--- config.mk ---
export PLATFORM = sky130hd
export DESIGN_NAME = best_fit_segment_allocator_core
export DESIGN_NICKNAME = d
export VERILOG_FILES = /design/src/design/bfsa_pkg.sv /design/src/design/best_fit_segment_allocator_core.sv /design/src/design/bfsa_cell.sv
export SDC_FILE = /design/constraint.sdc
export NUM_CORES = 2
export LEC_CHECK = 0
export BUFFER_PORTS_ARGS = -buffer_cell sky130_fd_sc_hd__buf_2
export CAP_MARGIN = 40
export CORE_MARGIN = 1.5
export CORE_UTILIZATION = 56
export DETAILED_ROUTE_END_ITERATION = 10
export PLACE_DENSITY = 0.75
export SKIP_LAST_GASP = 1
export SLEW_MARGIN = 10
export SYNTH_ARGS = -nofsm -noshare
export SYNTH_HDL_FRONTEND = slang
export SYNTH_SLANG_ARGS = --single-unit
--- constraint.sdc ---
create_clock -name clk -period 125.1 [get_ports clk]
set_clock_uncertainty 0.1 [all_clocks]
set_input_delay 0 -clock clk [delete_from_list [all_inputs] [get_ports clk]]
set_output_delay 0 -clock clk [all_outputs]
set_load 0.005 [all_outputs]
--- src/design/bfsa_pkg.sv ---
// Shared types and constants for the best-fit segment allocator.
// No dependencies; imported by every design file.
package bfsa_pkg;

  localparam int MAX_SEGMENTS_DEF = 64;
  localparam int HEADER_BYTES_DEF = 24;
  localparam int ADDR_BITS_DEF    = 32;

  localparam int SIZE_W = 32;   // stored segment payload size
  localparam int REQ_W  = 31;   // request and granted sizes
  localparam int WORD_W = 32;   // configuration and output address words

  localparam logic [REQ_W-1:0] REQ_MAX = '1;

  localparam logic OP_ALLOC = 1'b0;
  localparam logic OP_FREE  = 1'b1;

  localparam logic REG_HEAP_BASE  = 1'b0;
  localparam logic REG_HEAP_LIMIT = 1'b1;

  typedef enum logic [1:0] {
    STAT_OK         = 2'd0,
    STAT_NO_HEAP    = 2'd1,
    STAT_TABLE_FULL = 2'd2
  } status_t;

  typedef enum logic [2:0] {
    ST_IDLE,
    ST_SCAN,
    ST_DECIDE,
    ST_MODIFY,
    ST_RESP
  } state_t;

  // table edit applied during the rewrite pass
  typedef struct packed {
    logic ins;
    logic wr;
    logic rem;
  } edit_t;

endpackage

--- src/design/best_fit_segment_allocator_core.sv ---
// Best-fit segment allocator: the free table is a chain of MAX_SEGMENTS cells
// that rotates one entry per cycle, while it scans or rewrites, past a
// controller at its head. A request takes one full rotation to scan (best fit
// or insertion point), then, if the table changes, a second rotation that
// rewrites it with the edit applied. A heap-top allocation or out-of-heap
// result skips the rewrite; a free refused on a full table skips the scan too.
// Uses bfsa_pkg and bfsa_cell.
module best_fit_segment_allocator_core #(
  parameter int MAX_SEGMENTS = bfsa_pkg::MAX_SEGMENTS_DEF,
  parameter int HEADER_BYTES = bfsa_pkg::HEADER_BYTES_DEF,
  parameter int ADDR_BITS    = bfsa_pkg::ADDR_BITS_DEF
) (
  input  logic                        clk,
  input  logic                        rst,
  input  logic                        s_tvalid,
  output logic                        s_tready,
  input  logic [95:0]                 s_tdata,  // req_size, payload_addr, freed_size, pad
  input  logic                        s_tuser,  // op
  output logic                        m_tvalid,
  input  logic                        m_tready,
  output logic [63:0]                 m_tdata,  // grant_addr, granted_size, pad
  output logic [1:0]                  m_tuser,  // status
  input  logic                        cfg_valid,
  output logic                        cfg_ready,
  input  logic                        cfg_index,
  input  logic [bfsa_pkg::WORD_W-1:0] cfg_data
);
  import bfsa_pkg::*;

  localparam int N     = MAX_SEGMENTS;
  localparam int IDX_W = $clog2(N);
  localparam int CNT_W = $clog2(N + 1);
  localparam int AB    = ADDR_BITS;
  localparam logic [IDX_W-1:0] LAST = IDX_W'(N - 1);
  localparam logic [AB-1:0]    H_A  = AB'(HEADER_BYTES);
  localparam logic [33:0]      H_W  = 34'(HEADER_BYTES);

  function automatic logic [SIZE_W-1:0] sat_sum(input logic [SIZE_W-1:0] a,
                                                input logic [SIZE_W-1:0] b);
    logic [33:0] s;
    s = {2'b0, a} + H_W + {2'b0, b};
    return (s[33:32] != 2'b0) ? '1 : s[31:0];
  endfunction

  // chain
  logic [AB-1:0]     cs [N];
  logic [SIZE_W-1:0] cz [N];
  logic [AB-1:0]     tail_start;
  logic [SIZE_W-1:0] tail_size;
  logic              shift;

  for (genvar k = 0; k < N; k++) begin : g_cell
    logic [AB-1:0]     nin_s;
    logic [SIZE_W-1:0] nin_z;
    if (k == N - 1) begin : g_tail
      assign nin_s = tail_start;
      assign nin_z = tail_size;
    end else begin : g_mid
      assign nin_s = cs[k+1];
      assign nin_z = cz[k+1];
    end
    bfsa_cell #(.ADDR_BITS(AB)) u_cell (
      .clk(clk), .shift(shift), .in_start(nin_s), .in_size(nin_z),
      .start(cs[k]), .size(cz[k])
    );
  end

  state_t            state, state_next;
  logic [IDX_W-1:0]  r;
  logic [CNT_W-1:0]  count;
  logic [WORD_W-1:0] heap_top, heap_base, heap_limit;
  logic              op_q;
  logic [REQ_W-1:0]  req_q, bsize_q;
  logic [AB-1:0]     hdr_q;

  logic              have, exact, found, prev_ok;
  logic [SIZE_W-1:0] best;
  logic [IDX_W-1:0]  pick;
  logic [AB-1:0]     pick_start, prev_start, next_start;
  logic [SIZE_W-1:0] pick_size, prev_size, next_size;

  edit_t             edit;
  logic [IDX_W-1:0]  wr_idx, rem_idx;
  logic [AB-1:0]     w_start, d_start;
  logic [SIZE_W-1:0] w_size, d_size;

  logic [WORD_W-1:0] res_addr;
  logic [REQ_W-1:0]  res_size;
  status_t           res_stat;

  logic [WORD_W-1:0] grant_addr;
  logic [REQ_W-1:0]  granted_size;
  status_t           status;

  logic              accept, head_ok;
  logic [AB-1:0]     head_s;
  logic [SIZE_W-1:0] head_z, slack;

  assign s_tready  = (state == ST_IDLE);
  assign accept    = s_tvalid && s_tready;
  assign cfg_ready = 1'b1;
  assign m_tdata   = {1'b0, granted_size, grant_addr};
  assign m_tuser   = status;
  assign shift     = (state == ST_SCAN) || (state == ST_MODIFY);
  assign head_s    = cs[0];
  assign head_z    = cz[0];
  assign head_ok   = CNT_W'(r) < count;
  assign slack     = head_z - {1'b0, req_q};

  always_comb begin
    tail_start = head_s;
    tail_size  = head_z;
    if (state == ST_MODIFY) begin
      if (edit.ins) begin
        if (r == wr_idx) begin
          tail_start = w_start;
          tail_size  = w_size;
        end else if (r > wr_idx) begin
          tail_start = d_start;
          tail_size  = d_size;
        end
      end else begin
        if (edit.rem && r >= rem_idx) begin
          tail_start = cs[1];
          tail_size  = cz[1];
        end
        if (edit.wr && r == wr_idx) begin
          tail_start = w_start;
          tail_size  = w_size;
        end
      end
    end
  end

  // decision on the scanned table
  logic [IDX_W-1:0]  pos;
  logic [AB-1:0]     s_end, p_end;
  logic              up, low, split;
  logic [SIZE_W-1:0] nsize, lsize;
  logic [32:0]       need;
  logic [33:0]       top_sum;

  always_comb begin
    pos     = found ? pick : count[IDX_W-1:0];
    s_end   = hdr_q + H_A + AB'(bsize_q);
    up      = found && (s_end == next_start);
    nsize   = up ? sat_sum({1'b0, bsize_q}, next_size) : {1'b0, bsize_q};
    p_end   = prev_start + H_A + AB'(prev_size);
    low     = prev_ok && (p_end == hdr_q);
    lsize   = sat_sum(prev_size, nsize);
    split   = {1'b0, pick_size} > ({2'b0, req_q} + 33'(HEADER_BYTES));
    need    = 33'(HEADER_BYTES) + {2'b0, req_q};
    top_sum = {2'b0, heap_top} + {1'b0, need};
  end

  always_comb begin
    state_next = state;
    case (state)
      ST_IDLE: begin
        if (accept) begin
          state_next = (s_tuser == OP_FREE && count == CNT_W'(N)) ? ST_RESP : ST_SCAN;
        end
      end
      ST_SCAN:   if (r == LAST) state_next = ST_DECIDE;
      ST_DECIDE: begin
        if (op_q == OP_ALLOC && !have) state_next = ST_RESP;
        else state_next = ST_MODIFY;
      end
      ST_MODIFY: if (r == LAST) state_next = ST_RESP;
      ST_RESP:   if (!m_tvalid || m_tready) state_next = ST_IDLE;
      default:   state_next = ST_IDLE;
    endcase
  end

  always_ff @(posedge clk) begin
    if (rst) begin
      state      <= ST_IDLE;
      count      <= '0;
      heap_top   <= '0;
      heap_base  <= '0;
      heap_limit <= '1;
      m_tvalid   <= 1'b0;
      r          <= '0;
    end else begin
      state <= state_next;
      if (cfg_valid) begin
        if (cfg_index == REG_HEAP_BASE) heap_base <= cfg_data;
        else heap_limit <= cfg_data;
      end
      if (shift) r <= (r == LAST) ? '0 : r + 1'b1;
      if (state == ST_IDLE) r <= '0;
      if (state == ST_DECIDE) begin
        if (op_q == OP_ALLOC) begin
          if (have && !split) count <= count - 1'b1;
          else if (!have && top_sum <= {2'b0, heap_limit}) heap_top <= top_sum[31:0];
        end else begin
          if (!up && !low) count <= count + 1'b1;
          else if (up && low) count <= count - 1'b1;
        end
      end
      if (state == ST_RESP && (!m_tvalid || m_tready)) m_tvalid <= 1'b1;
      else if (m_tvalid && m_tready) m_tvalid <= 1'b0;
    end
  end

  always_ff @(posedge clk) begin
    if (state == ST_IDLE && accept) begin
      op_q     <= s_tuser;
      req_q    <= s_tdata[30:0];
      hdr_q    <= AB'(s_tdata[62:31]) - H_A;
      bsize_q  <= s_tdata[93:63];
      have     <= 1'b0;
      exact    <= 1'b0;
      found    <= 1'b0;
      prev_ok  <= 1'b0;
      res_addr <= '0;
      res_size <= '0;
      res_stat <= STAT_TABLE_FULL;
    end
    if (state == ST_SCAN && head_ok) begin
      if (op_q == OP_ALLOC) begin
        if (!exact && head_z >= {1'b0, req_q} && (slack == '0 || !have || slack < best)) begin
          have       <= 1'b1;
          exact      <= (slack == '0);
          best       <= slack;
          pick       <= r;
          pick_start <= head_s;
          pick_size  <= head_z;
        end
      end else if (!found) begin
        if (hdr_q > head_s) begin
          prev_ok    <= 1'b1;
          prev_start <= head_s;
          prev_size  <= head_z;
        end else begin
          found      <= 1'b1;
          pick       <= r;
          next_start <= head_s;
          next_size  <= head_z;
        end
      end
    end
    if (state == ST_MODIFY) begin
      d_start <= head_s;
      d_size  <= head_z;
    end
    if (state == ST_DECIDE) begin
      if (op_q == OP_ALLOC) begin
        if (have) begin
          edit     <= '{ins: 1'b0, wr: split, rem: !split};
          res_stat <= STAT_OK;
          res_addr <= WORD_W'(pick_start + H_A);
          res_size <= split ? req_q :
                      ((pick_size > {1'b0, REQ_MAX}) ? REQ_MAX : pick_size[REQ_W-1:0]);
          wr_idx   <= pick;
          rem_idx  <= pick;
          w_start  <= pick_start + H_A + AB'(req_q);
          w_size   <= pick_size - {1'b0, req_q} - SIZE_W'(HEADER_BYTES);
        end else if (top_sum > {2'b0, heap_limit}) begin
          edit     <= '0;
          res_stat <= STAT_NO_HEAP;
          res_addr <= '0;
          res_size <= '0;
        end else begin
          edit     <= '0;
          res_stat <= STAT_OK;
          res_addr <= WORD_W'(AB'(heap_base) + AB'(heap_top) + H_A);
          res_size <= req_q;
        end
      end else begin
        edit     <= '{ins: !low && !up, wr: low || up, rem: low && up};
        res_stat <= STAT_OK;
        res_addr <= '0;
        res_size <= '0;
        rem_idx  <= pos;
        wr_idx   <= low ? pos - 1'b1 : pos;
        w_start  <= low ? prev_start : hdr_q;
        w_size   <= low ? lsize : nsize;
      end
    end
    if (state == ST_RESP && (!m_tvalid || m_tready)) begin
      grant_addr   <= res_addr;
      granted_size <= res_size;
      status       <= res_stat;
    end
  end

endmodule

--- src/design/bfsa_cell.sv ---
// One link of the free-segment chain: holds a segment start and size and
// takes its neighbour's entry when the chain shifts. Uses bfsa_pkg.
module bfsa_cell #(
  parameter int ADDR_BITS = bfsa_pkg::ADDR_BITS_DEF
) (
  input  logic                        clk,
  input  logic                        shift,
  input  logic [ADDR_BITS-1:0]        in_start,
  input  logic [bfsa_pkg::SIZE_W-1:0] in_size,
  output logic [ADDR_BITS-1:0]        start,
  output logic [bfsa_pkg::SIZE_W-1:0] size
);
  import bfsa_pkg::*;

  always_ff @(posedge clk) begin
    if (shift) begin
      start <= in_start;
      size  <= in_size;
    end
  end

endmodule
# Yosys cells after proc, flatten, opt, wreduce, memory -nomap -nowiden
# Cells that the tools add are included.
# word_totals
inputBits	135
mem_bits_ro	0
regBits	4811
ramBits	0
n_memories	0
output_inout_bits	69
latchBits	0
# op_classes
mux	81
bitwise	5
div	0
eq_ne	16
order_cmp	10
shift	0
multipliers	0
n_reduce_logical	48
addsub	22
# op_table
cell	n
$mux W32	26
$mux W31	7
$add A32 B5 Y32 const B	4
$add A32 B32 Y33	2
$add A32 B31 Y32	2
$add A32 B32 Y32	2
$eq A32 B32 Y1	2
$sub A32 B31 Y32	2
$sub A32 B5 Y32 const B	2
$mux W6	10
$add A33 B32 Y34	1
$add A32 B5 Y33 const B	1
$gt A32 B33 Y1	1
$gt A33 B32 Y1	1
$le A33 B32 Y1	1
$add A31 B5 Y32 const B	1
$add A5 B31 Y32 const A	1
$ge A32 B31 Y1	1
$gt A32 B31 Y1 const B	1
$gt A32 B32 Y1	1
$logic_not A32 Y1	1
$lt A32 B32 Y1	1
$mux W7	4
$mux W1	22
29 further kinds	85

# Longest topological paths before layout
# logic_depth
ltp_word	10
depth_mapped	34
depth_no_buf	30

# By module
# Synthesis repeated with hierarchy kept, for this count alone.
# hier_totals
cells_unflattened	9614
area_unflattened_um2	175289.4
# modules_own_cells
mod	cells_per_inst	area_per_inst_um2	instances
bfsa_cell	64	1921.8	64
best_fit_segment_allocator_core	5518	52291.4	1

# Worst setup path before layout
# No wires, ideal clock.
# synth_timing
path_kind	reg-to-reg
startpoint	reg state[0]
endpoint	reg r[3]
setup_slack_ps	-2317
period_less_slack_ps	127417
path_stages_with_launch	6
arrival_ps	127221
required_ps	124904
cell_sequence	dfxtp_1 -> nor2b_1 -> clkbuf_1 -> nand4_1 -> or2_2 -> a21oi_1
# synth_via
elab_chain_len	2
elab_cells_between_ends	5
classes_between	eq/ne (2); reduce/logical (3)
# synth_rtl
element	line_no	source
start: declaration	best_fit_segment_allocator_core.sv:68	state_t state, state_next;
start signal: assignment	best_fit_segment_allocator_core.sv:185	state <= state_next;
$eq A3 B1 Y1 / $eq A3 B2 Y1 (equally long branches)	best_fit_segment_allocator_core.sv:104	assign shift = (state == ST_SCAN) || (state == ST_MODIFY);
$logic_or A1 B1 Y1 (*)	best_fit_segment_allocator_core.sv:104	
named net g_cell[0].u_cell.shift	bfsa_cell.sv:7	input logic shift,
end signal: assignment	best_fit_segment_allocator_core.sv:190	if (shift) r <= (r == LAST) ? '0 : r + 1'b1;
end: declaration	best_fit_segment_allocator_core.sv:69	logic [IDX_W-1:0] r;
# Mark *: on every way through the listed nets, which the timed path passes. The rest lies on a longest branch.
# A chain may end at the register's enable or synchronous reset.

# Final worst setup path
# layout_timing
startpoint	reg hdr_q[20]
endpoint	reg w_size[31] (data pin)
# layout_via
elab_chain_len	10
elab_cells_between_ends	12
classes_between	add/sub (3); eq/ne (2); mux (4); reduce/logical (3)
# layout_rtl
element	line_no	source
start: declaration	best_fit_segment_allocator_core.sv:74	logic [AB-1:0] hdr_q;
start signal: assignment	best_fit_segment_allocator_core.sv:210	hdr_q <= AB'(s_tdata[62:31]) - H_A;
$add A32 B5 Y32	best_fit_segment_allocator_core.sv:145	s_end = hdr_q + H_A + AB'(bsize_q);
$add A32 B31 Y32	best_fit_segment_allocator_core.sv:145	
$eq A32 B32 Y1	best_fit_segment_allocator_core.sv:146	up = found && (s_end == next_start);
$logic_and A1 B1 Y1	best_fit_segment_allocator_core.sv:146	
$mux W32	best_fit_segment_allocator_core.sv:147	nsize = up ? sat_sum({1'b0, bsize_q}, next_size) : {1'b0, bsize_q};
$add A33 B32 Y34	best_fit_segment_allocator_core.sv:41	s = {2'b0, a} + H_W + {2'b0, b};
$reduce_bool A2 Y1	best_fit_segment_allocator_core.sv:42	return (s[33:32] != 2'b0) ? '1 : s[31:0];
$mux W32	best_fit_segment_allocator_core.sv:42	
$mux W32 (*)	best_fit_segment_allocator_core.sv:278	w_size <= low ? lsize : nsize;
$mux W32 (*)	best_fit_segment_allocator_core.sv:248	if (op_q == OP_ALLOC) begin
end signal: assignment	best_fit_segment_allocator_core.sv:258	w_size <= pick_size - {1'b0, req_q} - SIZE_W'(HEADER_BYTES);
end signal: assignment	best_fit_segment_allocator_core.sv:278	
end: declaration	best_fit_segment_allocator_core.sv:85	logic [SIZE_W-1:0] w_size, d_size;
# Every way passes the cells marked *; elsewhere a longest branch is shown, timed or not.

==> impl_metrics.toml <==
[drt]
postRouteAntennaNets = 0
first_pass_iters = 6
drt_iter0_markers = 10490
wl_per_cell_um = 28.64
dr_total_vias = 88540
wl_um = 435200
viasPerCell = 5.826
drc_errors = 0

[layout]
final_util_pct = 64.57
n_fill_cell = 20560
design_area_mm2 = 0.2014
final_nets = 11420
final_cell_count_no_fill = 15200
reg_top3 = "g_cell.u_cell.size (2048), g_cell.u_cell.start (2048)"
final_layout_size_suffix_gt1_share_pct = 10.34
syn_to_final_growth_pct = 14.65

[sta]
fin_crit_sh_pct = 8.486
rsz0062_at_grt = "false"
relSlewSlack_pct = 24.38
worstMarginPinSlew_ps = 1134
finalHoldViolations = 0
fmax_ghz = 0.09420
finalSetupViolations = 0
drv_slew = 0
fin_tns_setup_ps = 0
fin_crit_ps = 10620

[clock_network]
cts.htree.levels = 5
cts_tree = "yes"
cts_buffers = 443
cts_resized = 0
clockBufferDepth = 4
clock-sinks = 4811
hold_buffers = 355
clock-root-buffer = "clkbuf_16"
cts_setup_buffers = 0
worstSkewPairLatency_ps = 1000
path_clk_slew_ps = 70

[synth]
yosys.cell_types.count = 97
syn_avg_cell_area_um2 = 18.13
syn_inst = 9688
yosys_warnings = 0
ys_seq_elements = 4811
ys_seq_area_share_pct = 81.57
synth_area_leaders = "edfxtp_1, ha_1, a21oi_1"
syn_area_mm2 = 0.1757
synth_top_area_cell = "edfxtp_1"
synth_common_cells = "edfxtp_1, ha_1, a21oi_1, nand2_1, nor2_1"
synth.most_common_cell = "edfxtp_1"
synth_edf_count = 4694
synthesis.nets = 10440
synth_ff_type = "edfxtp_1"
async_flop_share_pct = 0
synth_top_area_share_pct = 80.24

[setup_path]
path_delay_family = "compound AO/OA/AOI/OAI gates"
crit_required_ps = 125670
critPathKind = "flop to flop"
critPathSlowestCell = "a2111oi_0"
cp_common_cell = "ha_1"
arrival_ps = 11180
end_kind = "flop"
max_stage_delay_ps = 860
cp_num_buf_inv = 2
path_max_fanout = 50
worstSetupStartpointType = "flop"

[worst_hold_path]
worstHoldPathType = "input port to flop"

[run_status]
status = "finished, final reports clean"

[floorplan]
dieArea_mm2 = 0.3171
num_rows = 205
initial_utilization_pct = 56.32
io_pins = 204
die_h_um = 563.1
chipWidth_um = 563.1
core_area_mm2 = 0.3119

[power_and_ir_drop]
vdd_drop_max_mv = 0.03847
leakagePower_nw = 66.61
p_per_area_mw_per_mm2 = 22.64

[grt]
grt_pass1_wl_um = 625300
overflow = 0
grt_use_total_pct = 27.41
antenna_found_initial = 52
grt_max_degree = 214
first_global_vias = 88360

[job]
drv_cap = 0

[place]
dp_cells = 13990
port_buffers = 199
placed_area_mm2 = 0.1831
dpl.hpwl_um = 256700
gp_congestion = 0.9256
-- power breakdown --
group	internal, mW	switching, mW
logic	0.191	0.506
registers	2.32	0.160
clock network	0.758	0.624
total	3.27	1.29
-- worst register-to-register path, delay by kind of cell (launching register included) --
kind                       cells  cell delay (ps)
adders and majority gates      4             1590
and+or+nand+nor                8             2740
buffers and inverters          2              560
AOI/OAI and AO/OA             13             4390
DFF                            1              810
muxes                          1              190
-- metrics by stage --
stage	total power [mW]	hold slack, ps	setup WS [ps]
floorplan	4.149	-1.131	65160
finish	4.561	100.6	114480
global route	4.739	92.53	114250
detailed placement	3.147	78.09	114740
global placement	3.109	78.39	114330
CTS	4.589	40.59	114670
-- final timing paths --
kind              cells past startpoint                    endpoint                  startpoint  slack (ps)
hold reg to reg                       0  g_cell[27].u_cell.size[30]  g_cell[28].u_cell.size[30]         260
setup reg to reg                     28                  w_size[31]                   hdr_q[20]      114480
hold / removal                        6                    state[0]                     s_tuser         100
setup / recovery                     28                  w_size[31]                   hdr_q[20]      114480
-- cell usage in the layout, fill, tap and decap left out, types with 26 or more instances in the layout --
cell type,synthesis,final
a211o_1,41,41
a211oi_1,122,122
a21o_1,158,158
a21oi_1,519,519
a31oi_1,38,38
and3_1,74,73
buf_16,0,27
buf_2,14,222
buf_4,5,126
bufinv_16,0,45
clkbuf_1,186,77
clkbuf_16,0,449
clkinv_1,0,93
clkinv_2,0,84
clkinvlp_4,0,26
dfxtp_1,117,116
dlygate4sd3_1,0,355
edfxtp_1,4694,4694
ha_1,611,611
inv_1,389,386
mux2i_1,144,144
nand2_1,494,489
nand2b_1,56,55
nand3_1,92,92
nand4_1,88,88
nor2_1,435,433
nor2b_1,46,43
nor3_1,106,105
o211ai_1,39,39
o21a_1,79,79
o21ai_0,272,272
o21bai_1,41,40
o22ai_1,26,26
o31ai_1,26,26
or3_1,41,41
xnor2_1,231,231
xor2_1,124,124
-- per-layer routing --
metal  wire length [µm]  vias to the layer above  track usage [%]
met3              28610                      732            3.720
met2             204600                     3632            42.97
li1                   -                    39360                -
met1             185500                    44810            40.04
met4              16360                        6            9.290
met5                 92                        -                0
-- cells by family after synthesis --
family,after synthesis,synth area share (%)
DFF,4811,81.57
and+or+nand+nor,1579,4.262
AOI/OAI and AO/OA,1541,5.598
adders and majority gates,621,4.466
buffers and inverters,610,1.337
xor gates and xnor gates,358,1.798
muxes,166,0.9616
other,2,0.004275
-- final cells by class --
cell class	instances	area (µm²)	share of cell area (%)
diodes	16	40.04	0.01988
clock buffers	532	11600	5.759
clock inverters	287	2897	1.438
inverters	389	1465	0.7275
multi-input cells	4267	30130	14.96
flip-flops and latches	4811	143300	71.15
well taps	4140	5180	2.572
repair buffers	754	6788	3.370
Note: power is estimated with default switching activity, not from simulation.
